### config.mk
export PLATFORM = sky130hd
export DESIGN_NAME = uvs_div_cell
export DESIGN_NICKNAME = d
export VERILOG_FILES = /design/src/rtl/uv_sphere_vertex_generator_top_assert.svh /design/src/rtl/uvs_pkg.sv /design/src/rtl/uvs_div_cell.sv
export SDC_FILE = /design/constraint.sdc
export NUM_CORES = 1
export LEC_CHECK = 0
export BUFFER_PORTS_ARGS = -buffer_cell sky130_fd_sc_hd__buf_2
export CORE_MARGIN = 2
export CORE_UTILIZATION = 30
export CTS_BUF_LIST = sky130_fd_sc_hd__clkbuf_2 sky130_fd_sc_hd__clkbuf_4 sky130_fd_sc_hd__clkbuf_8
export DETAILED_ROUTE_END_ITERATION = 6
export GPL_ROUTABILITY_DRIVEN = 1
export GPL_TIMING_DRIVEN = 0
export PLACE_DENSITY_LB_ADDON = 0.12
export SLEW_MARGIN = 25
export SYNTH_ARGS = -nofsm -noshare
export SYNTH_HDL_FRONTEND = slang
export SYNTH_SLANG_ARGS = --single-unit
export TNS_END_PERCENT = 30
### constraint.sdc
create_clock -name clock -period 6 [get_ports clock]
set_input_delay 1.2 -clock clock [delete_from_list [all_inputs] [get_ports clock]]
set_output_delay 1.2 -clock clock [all_outputs]
set_load 0.05 [all_outputs]
### src/rtl/uv_sphere_vertex_generator_top_assert.svh
// Assertion macros for the UV sphere vertex generator.
`ifndef UV_SPHERE_VERTEX_GENERATOR_TOP_ASSERT_SVH
`define UV_SPHERE_VERTEX_GENERATOR_TOP_ASSERT_SVH
// Implication checked at every clock edge outside reset.
`define UVS_ASSERT_IMP(label, clk, rst, ante, cons) \
   label: assert property (@(posedge clk) disable iff (rst) (ante) |-> (cons)) \
      else $error("%m: check failed");
// Next-cycle implication checked at every clock edge outside reset.
`define UVS_ASSERT_NEXT(label, clk, rst, ante, cons) \
   label: assert property (@(posedge clk) disable iff (rst) (ante) |=> (cons)) \
      else $error("%m: check failed");
`endif

### src/rtl/uvs_pkg.sv
// Package: constants, types and helpers of the UV sphere vertex generator.
package uvs_pkg;
   localparam int MAX_DIVISIONS = 1024;
   localparam int CORDIC_STAGES = 16;
   localparam int CNT_W = 11;
   localparam int IDX_W = 11;
   localparam int PH_W = 32;
   localparam int CW = 34;
   localparam int ZW = 33;
   localparam int QW = 19;
   localparam int DIV_STAGES = QW;
   localparam int DIVD_W = IDX_W + QW - 1;
   localparam int POS_W = 17;
   localparam int UNIT_W = 16;
   localparam int TEX_W = 17;
   localparam int CSR_W = 16;
   localparam int CSR_IDX_W = 2;
   localparam logic signed [CW-1:0] GAIN_Q30 = CW'(652032874);
   localparam logic [PH_W-1:0] QUARTER_TURN = 32'h4000_0000;
   localparam logic [PH_W-1:0] HALF_TURN = 32'h8000_0000;
   localparam logic [15:0] RADIUS_RST = 16'd256;
   localparam logic [CNT_W-1:0] SECTOR_RST = 11'd36;
   localparam logic [CNT_W-1:0] STACK_RST = 11'd18;

   typedef enum logic [CSR_IDX_W-1:0] {
      CSR_RADIUS = 2'd0,
      CSR_SECTORS = 2'd1,
      CSR_STACKS = 2'd2
   } csr_idx_type;

   typedef struct packed {
      logic signed [CW-1:0] x;
      logic signed [CW-1:0] y;
      logic signed [ZW-1:0] z;
      logic flip;
   } rot_type;

   function automatic logic [ZW-1:0] atan_turn(input int i);
      logic [31:0] v;
      case (i)
         0: v = 32'h20000000; 1: v = 32'h12E4051E; 2: v = 32'h09FB385B;
         3: v = 32'h051111D4; 4: v = 32'h028B0D43; 5: v = 32'h0145D7E1;
         6: v = 32'h00A2F61E; 7: v = 32'h00517C55; 8: v = 32'h0028BE53;
         9: v = 32'h00145F2F; 10: v = 32'h000A2F98; 11: v = 32'h000517CC;
         12: v = 32'h00028BE6; 13: v = 32'h000145F3; 14: v = 32'h0000A2FA;
         15: v = 32'h0000517D; 16: v = 32'h000028BE; 17: v = 32'h0000145F;
         18: v = 32'h00000A30; 19: v = 32'h00000518; 20: v = 32'h0000028C;
         21: v = 32'h00000146; 22: v = 32'h000000A3; 23: v = 32'h00000051;
         default: v = 32'h0;
      endcase
      return {1'b0, v};
   endfunction

   function automatic logic [CNT_W-1:0] eff_count(input logic [CNT_W-1:0] c);
      if (c == '0) return CNT_W'(1);
      if (c > CNT_W'(MAX_DIVISIONS)) return CNT_W'(MAX_DIVISIONS);
      return c;
   endfunction
endpackage

### src/rtl/uvs_div_cell.sv
// One restoring-division cell: one quotient bit per cell for two dividends.
module uvs_div_cell (
   input  logic                         clock,
   input  logic [uvs_pkg::DIVD_W-1:0]   rem_a_in,
   input  logic [uvs_pkg::DIVD_W-1:0]   rem_b_in,
   input  logic [uvs_pkg::CNT_W-1:0]    den_a_in,
   input  logic [uvs_pkg::CNT_W-1:0]    den_b_in,
   input  int unsigned                  shift,
   output logic [uvs_pkg::DIVD_W-1:0]   rem_a_out,
   output logic [uvs_pkg::DIVD_W-1:0]   rem_b_out,
   output logic [uvs_pkg::CNT_W-1:0]    den_a_out,
   output logic [uvs_pkg::CNT_W-1:0]    den_b_out,
   output logic                         q_a,
   output logic                         q_b
);
   import uvs_pkg::*;
   localparam int WW = DIVD_W + QW;
   logic [WW-1:0] da, db;
   logic ga, gb;
   logic [DIVD_W-1:0] rem_a_in_c, rem_b_in_c;
   logic [DIVD_W-1:0] rem_a_ff, rem_b_ff;
   logic [CNT_W-1:0] den_a_ff, den_b_ff;
   logic q_a_ff, q_b_ff;

   always_comb begin
      da = WW'(den_a_in) << shift;
      db = WW'(den_b_in) << shift;
      ga = WW'(rem_a_in) >= da;
      gb = WW'(rem_b_in) >= db;
      rem_a_in_c = ga ? DIVD_W'(WW'(rem_a_in) - da) : rem_a_in;
      rem_b_in_c = gb ? DIVD_W'(WW'(rem_b_in) - db) : rem_b_in;
   end

   always_ff @(posedge clock) begin
      rem_a_ff <= rem_a_in_c;
      rem_b_ff <= rem_b_in_c;
      den_a_ff <= den_a_in;
      den_b_ff <= den_b_in;
      q_a_ff <= ga;
      q_b_ff <= gb;
   end
   assign rem_a_out = rem_a_ff;
   assign rem_b_out = rem_b_ff;
   assign den_a_out = den_a_ff;
   assign den_b_out = den_b_ff;
   assign q_a = q_a_ff;
   assign q_b = q_b_ff;
endmodule

-- After elaboration in Yosys (flattened, before gate mapping)
Cells that the tools add are included.
Widths: inputs -> output; s select.
- register bits: 82
- output and inout port bits: 82
- logic and storage cells: 14
- $add $sub $neg: 2
- $lt $le $gt $ge: 2
- shifts and indexed selects: 2
- mux-type cells: 2
- operators by type and width (cell ; count):
    $ge 29x48->1 ; 2
    $shl 11x32->48 ; 2
    $mux 29 ; 2
    $sub 29x29->29 ; 2

-- Logic depth before layout (Yosys ltp)
Gate-level depths: netlist (run 1).
- depth after elaboration: 3
- mapped depth: 22
- depth with buffers taken out: 17

-- Worst setup path after synthesis (run 1)
No wires, ideal clock.
- kind: input port to flip-flop
- start: input shift[1]
- end: register rem_b_ff[10], in the netlist rem_b_out[10]
- library setup time: 0.121 ns
- data arrival time: 5.117 ns
- data required time: 5.879 ns
- setup slack: 0.761 ns
- stages: 18
- path buffers: 5
- path through: buf_2 clkbuf_1 buf_1 clkbuf_1 nor2_1 nand2_1 nor2_1 ha_1 fa_1 nand2b_1 a211oi_1 nor3_1 o21ba_2 o2111ai_1 o21ai_0 a2111o_1 buf_6 mux2_4
- cells in the longest elaborated chain, start to end: 3
- elaborated cells between the ends (all ways): 4
- classes of those cells: 1 x add/sub; 1 x order compare; 1 x shift; 1 x mux
- RTL lines (item ; line ; RTL):
    start: declaration ; uvs_div_cell.sv:8 ; input int unsigned shift,
    $shl 11x32->48 (*) ; uvs_div_cell.sv:27 ; db = WW'(den_b_in) << shift;
    $ge 29x48->1 / $sub 29x29->29 (equally long branches) ; uvs_div_cell.sv:29, uvs_div_cell.sv:31 ;
    $mux 29 (*) ; uvs_div_cell.sv:31 ; rem_b_in_c = gb ? DIVD_W'(WW'(rem_b_in) - db) : rem_b_in;
    named net rem_b_in_c[10] ; uvs_div_cell.sv:20 ; logic [DIVD_W-1:0] rem_a_in_c, rem_b_in_c;
    end signal: assignment ; uvs_div_cell.sv:36 ; rem_b_ff <= rem_b_in_c;
    end: declaration ; uvs_div_cell.sv:21 ; logic [DIVD_W-1:0] rem_a_ff, rem_b_ff;
The timed path passes the listed nets; every way through them passes the cells marked *.

-- Worst setup path after layout (run 1)
- start: input shift[1]
- end: register rem_a_ff[23], in the netlist rem_a_out[23]
- cells in the longest elaborated chain, start to end: 3
- elaborated cells between the ends (all ways): 4
- classes of those cells: 1 x add/sub; 1 x order compare; 1 x shift; 1 x mux
- RTL lines (item ; line ; RTL):
    $shl 11x32->48 ; uvs_div_cell.sv:26 ; da = WW'(den_a_in) << shift;
    $ge 29x48->1 ; uvs_div_cell.sv:28 ; ga = WW'(rem_a_in) >= da;
    named net ga ; uvs_div_cell.sv:19 ; logic ga, gb;
    $mux 29 ; uvs_div_cell.sv:30 ; rem_a_in_c = ga ? DIVD_W'(WW'(rem_a_in) - da) : rem_a_in;
    named net rem_a_in_c[23] ; uvs_div_cell.sv:20 ;
    end signal: assignment ; uvs_div_cell.sv:35 ; rem_a_ff <= rem_a_in_c;
    end: declaration ; uvs_div_cell.sv:21 ;
The timed path passes the listed nets, and every way through them passes these cells.

==> results of run 1 <==
-- cell type report --
type / count / area share (%)
timing repair buffer: 192 / 10.32
sequential: 82 / 17.62
buffer: 49 / 2.687
clock inverter: 7 / 0.8195
multi-input combinational: 777 / 61.74
clock buffer: 9 / 1.330
tap: 330 / 4.433
inverter: 26 / 1.048
-- final timing paths --
path | from | endpoint | slack, ns | cells past startpoint
setup / recovery | shift[1] | rem_a_out[23] | 0.28 | 21
hold / removal | den_b_in[5] | den_b_out[5] | 0.97 | 1
-- flip-flops by register name, summed over array words and instances (netlist names) --
name,cells
rem_b_out,29
den_a_out,11
rem_a_out,29
den_b_out,11
q_b,1
q_a,1
-- timing repair --
| action | in CTS | in global routing |
|---|---|---|
| gates cloned | 0 | 0 |
| gates resized for setup | 3 | 20 |
| endpoints found under the setup margin | 45 | 55 |
-- kinds of logic (layout without fill, tap and decap cells) --
logic type,Yosys count,count (layout)
AO/OA/AOI/OAI,272,272
XOR/XNOR,40,40
multiplexers,99,99
AND/OR/NAND/NOR,306,306
buffers and inverters,75,283
flip-flops,82,82
adder cells (fa/ha/maj),60,60
-- layout by cell type (no fill, tap or decap), drive strengths merged, types with 21 or more instances in the layout --
cell type / count
mux2: 64
nand2: 100
clkbuf: 42
dfxtp: 82
xnor2: 27
inv: 28
nand3: 27
mux2i: 21
o21ai: 45
a21o: 21
nor2: 75
a21oi: 70
ha: 58
buf: 208
-- metrics by stage --
step / util [%] / total power [uW]
after floorplan: - / 1225
after global placement: 36.00 / 1441
after detailed placement: 36.01 / 1441
after CTS: 36.84 / 1887
after global routing: 36.99 / 1974
final: 36.99 / 1867
-- critical path: cells and delay by family --
family	cells	cell delay (ns)
AND/OR/NAND/NOR	8	1.62
buffers and inverters	6	1.50
AO/OA/AOI/OAI	5	0.91
adder cells (fa/ha/maj)	1	0.40
multiplexers	1	0.35
-- power by group --
group	internal (uW)	leakage [uW]	switching [uW]	total [uW]
clock	195	0.0000962	236	432
sequential	606	0.000692	14.1	621
combinational	280	0.00308	535	815
-- per-layer routing --
metal / vias to the layer above / routed length (microns) / track usage, %
li1: 3915 / - / -
met1: 3758 / 13180 / 29.24
met2: 276 / 11820 / 29.67
met3: 30 / 1851 / 3.131
met4: 2 / 437 / 5.821
met5: - / 11 / 0
==> impl_metrics.ini, run 1 <==
[logic_synthesis]
synth_compound_area_share_pct = 23.39
syn_nets = 1107
yosys.area_share.simple_pct = 18.92
syn_inst = 934
yosys.cell_count.top_type = nand2_1
synth_top_family_by_area = compound AO/OA/AOI/OAI gates
yosys.area.top_type_share_pct = 21.34
syn-cell-area_sq_mm = 0.007692
ys_seq_elements = 82
synth_edf_count = 0
syn-mean-instance-area_sq_um = 8.236
yosys.area.top_type = dfxtp_1
synthArstFlopShare_pct = 0
yosysSeqAreaShare_pct = 21.34
synth_ff_type = dfxtp_1
ys_top_cells_by_count = 100 x nand2_1, 82 x dfxtp_1, 75 x nor2_1, 70 x a21oi_1, 58 x ha_1
synthAdderAreaFrac_pct = 9.954
muxShareOfSynthArea_pct = 17.52
synthXorXnorAreaFrac_pct = 4.554
synth.area.top_cells = dfxtp_1 21%, ha_1 9.4%, mux2_4 5.3%, nand2_1 4.9%, mux2_2 4.8%
synth_cell_types = 72
synth_warnings = 0

[die]
die_h_microns = 164.1
die_area_sq_mm = 0.02694
coreArea_sq_mm = 0.02518
ios = 195
die-width_microns = 164.1
fp-row-count = 58
start_util_pct = 30.55

[routing]
drc = 0
post_drt_wl_per_cell_microns = 18.55
vias_per_cell = 5.422
firstDrtPassIters = 5
route.vias.total = 7981
wirelength_mm = 27.30
final_antenna_net_count = 0
drt_iter0_drc = 631

[layout]
multi_input_area_sq_mm = 0.005751
design_area_sq_mm = 0.009314
fillers = 2739
antenna_cells = 0
final_cells = 1472
area_growth_pct = 21.08
nNetsFinal = 1310
layout-drive-gt1-share_pct = 28.02
regArea_sq_mm = 0.001642

[placed_design]
portBuffers = 192
postPlaceCellArea_sq_mm = 0.009067
post-place-ws_ns = -0.5813
gp_congestion = 0.8863
placedCellCount = 1456
dpl.hpwl_mm = 22.28

[worst_setup_path]
critPathMaxFanout = 10
cp-start-kind = primary input
slowest_delay_ns = 0.40
crit_arrival_ns = 6.00
slowest_stage = ha_1
worstPathCellList = buf_2, clkbuf_2, buf_1, clkbuf_2, nor2_1, nand2_1, nor2_1, a21oi_1, nor2_1, nand2_1, ha_1, nand3_1, or2_2, a211o_1, a21oi_2, o2111ai_1, nand2_1, o211ai_2, inv_2, buf_4, mux2_2
crit_path_end_kind = flop
cp.required_ns = 6.28
path_class = primary input to flop

[run]
maxCapViolCount = 0

[timing]
worst_slack_ns = 0.2823
layout_min_cycle_time_ns = 5.718
final-setup-viol-count = 0
worst_slew_pin_slew_ns = 0.7193
relSlewSlack_pct = 51.37
fmax_ghz = 0.1749
finalMaxSlewViolations = 0
hold_violations = 0
tns_ns = 0
timing.final.crit_share_pct = 95.29
holdWs_ns = 0.9739

[min_path]
worstHoldPathType = primary input to flop

[power]
p_leak_uw = 0.003865
vdd_ir_drop_max_mv = 0.09555
power.density_mw_per_mm2 = 200.4

[clock_network]
cts_sinks = 82
h-tree-depth = 3
clkSlewWorstSetupHoldPaths_ns = 0.09
cts_buffers = 9
postCtsSetupRepairBufs = 0
root_buffer = clkbuf_8
postCtsHoldBufs = 0
cts_buffer_depth = 2
cts_tree = built

[global_route]
antenna_found_initial = 1
grt_max_degree = 16
grt_overflow = 0
grt_pass1_vias = 7403
grt_first_pass_wirelength_mm = 41.47
grt_usage_pct = 19.89

[status]
status = finished, final reports clean
No activity file was read; power rests on OpenSTA's default activity.
==> run 2: changes to the inputs <==
--- a/config.mk
+++ b/config.mk
@@ -7,7 +7,7 @@
 export LEC_CHECK = 0
 export BUFFER_PORTS_ARGS = -buffer_cell sky130_fd_sc_hd__buf_2
 export CORE_MARGIN = 2
-export CORE_UTILIZATION = 30
+export CORE_UTILIZATION = 39
 export CTS_BUF_LIST = sky130_fd_sc_hd__clkbuf_2 sky130_fd_sc_hd__clkbuf_4 sky130_fd_sc_hd__clkbuf_8
 export DETAILED_ROUTE_END_ITERATION = 6
 export GPL_ROUTABILITY_DRIVEN = 1
==> run 2 against run 1 <==
- routed wire length fell by 7.3%
- combinational power fell by 1%
- worst hold slack got worse by 0.0046 ns
- setup slack got worse by 0.041 ns
- design area fell by 1.2%
- clock power fell by 4%
- sequential share of layout area rose by 0.22 points
- clock-buffer cell count rose by 1
- non-clock buffer count did not move
- global-route usage rose by 3.7 points
- critical path type unchanged
==> impl_metrics.ini, run 2 (synthesis gave the netlist of run 1 again) <==
[power]
p_seq_share_pct = 33.7
p_switching_uw = 760.8
p_leak_uw = 0.003860
pwr-share-clk_pct = 22.5
vdd_ir_drop_max_mv = 0.1030
finalPower_uw = 1840
power.density_mw_per_mm2 = 200.0
intPower_uw = 1079
comb_power_share_pct = 43.9
p_sw_share_pct = 41.35

[routing]
post_drt_wl_per_cell_microns = 18.00
route.vias.total = 8044
vias_per_cell = 5.721
drt_iter0_drc = 540
wirelength_mm = 25.30
firstDrtPassIters = 5
drc = 0
final_antenna_net_count = 0

[clock_network]
postCtsHoldBufs = 0
root_buffer = clkbuf_8
cts_buffers = 9
cts_buffer_depth = 2
postCtsSetupRepairBufs = 0
cts_sinks = 82
h-tree-depth = 3
cts-resized-gates = 1
cts_tree = built
clkSlewWorstSetupHoldPaths_ns = 0.09

[timing]
rsz0062_at_grt = false
final-setup-viol-count = 0
timing.final.crit_share_pct = 95.98
worst_slew_pin_slew_ns = 0.8852
hold_violations = 0
holdWs_ns = 0.9693
relSlewSlack_pct = 40.84
layout_min_cycle_time_ns = 5.759
finalMaxSlewViolations = 0
fmax_ghz = 0.1736

[worst_setup_path]
crit_path_end_kind = flop
crit_arrival_ns = 6.04
path_class = primary input to flop
cp-start-kind = primary input
endpoint = rem_a_out[25]
critPathMaxFanout = 10
crit_start = shift[10]
cp.required_ns = 6.28

[die]
die_area_sq_mm = 0.02086
die-width_microns = 144.4
coreArea_sq_mm = 0.01940
die_h_microns = 144.4
ios = 195
fp-row-count = 51
start_util_pct = 39.65

[layout]
final_cells = 1406
nNetsFinal = 1310
antenna_cells = 0
area_growth_pct = 19.62
design_area_sq_mm = 0.009201
mostFrequentLayoutCell = buf_2
fin_util_pct = 47.43
final_cell_mix = 195 x buf_2, 100 x nand2_1, 82 x dfxtp_1
layout-drive-gt1-share_pct = 27.61

[placed_design]
postPlaceCellArea_sq_mm = 0.008986
portBuffers = 192
placedCellCount = 1391
dpl.hpwl_mm = 20.37
gp_congestion = 0.9186

[global_route]
grt_first_pass_wirelength_mm = 38.14
grt_usage_pct = 23.55
grt_max_degree = 14
antenna_found_initial = 0
grt_overflow = 0
grt_pass1_vias = 7074

[min_path]
worstHoldPathType = primary input to flop

[run]
maxCapViolCount = 0

[status]
status = finished, final reports clean
## run 2: critical path, cell delays in order
cell      delay (ns)
buf_2           0.10
nor4_1          0.28
nand4_1         0.18
or2_2           0.32
clkbuf_1        0.21
clkbuf_1        0.30
nor2_1          0.34
a22oi_1         0.22
ha_1            0.40
and4_1          0.27
a221oi_1        0.26
o21ai_0         0.28
a22o_1          0.28
nor4b_1         0.67
nor4_1          0.13
a311o_1         0.34
mux2_2          0.26
## run 2: how the worst min path moves through the flow
stage                    endpoint         start  depth (start not counted)  slack [ns]
global route         den_b_out[5]   den_b_in[5]                          1        0.95
CTS                  den_b_out[4]   den_b_in[4]                          1        0.95
finish               den_b_out[5]   den_b_in[5]                          1        0.97
global placement    den_b_out[10]  den_b_in[10]                          1        1.36
detailed placement  den_b_out[10]  den_b_in[10]                          1        1.37
floorplan            den_a_out[0]   den_a_in[0]                          0        1.23
## run 2: cell type report
cell class                 count  area, sq um
multi-input combinational    777         5732
clock inverter                 5        56.30
buffer                        49        250.2
inverter                      26        97.59
timing repair buffer         192        960.9
clock buffer                  10        131.4
fill                        2021        10200
tap                          265        331.6
sequential                    82         1642
## run 2: per-stage QoR
stage / TNS [ns] / setup slack (ns)
6_report: 0 / 0.2410
5_1_grt: 0 / 0.01415
4_1_cts: 0 / 0.01986
3_5_place_dp: -22.43 / -0.5120
3_3_place_gp: -23.16 / -0.5614
2_1_floorplan: 0 / 0.7614
## run 2: power groups by stage
stage	Sequential (uW)	Clock (uW)	Combinational (uW)
finish	619	414	807
CTS	620	429	800
global route	626	450	863
detailed placement	633	0	797
global placement	633	0	795
floorplan	858	0	366
## run 2: metal layers
layer | track usage (%) | share of wire [%] | wire [microns]
met1 | 34.51 | 49 | 12290
met2 | 35.52 | 43 | 10980
met3 | 4.503 | 6.8 | 1727
met4 | 5.621 | 1.2 | 301
met5 | 0 | 0 | 0
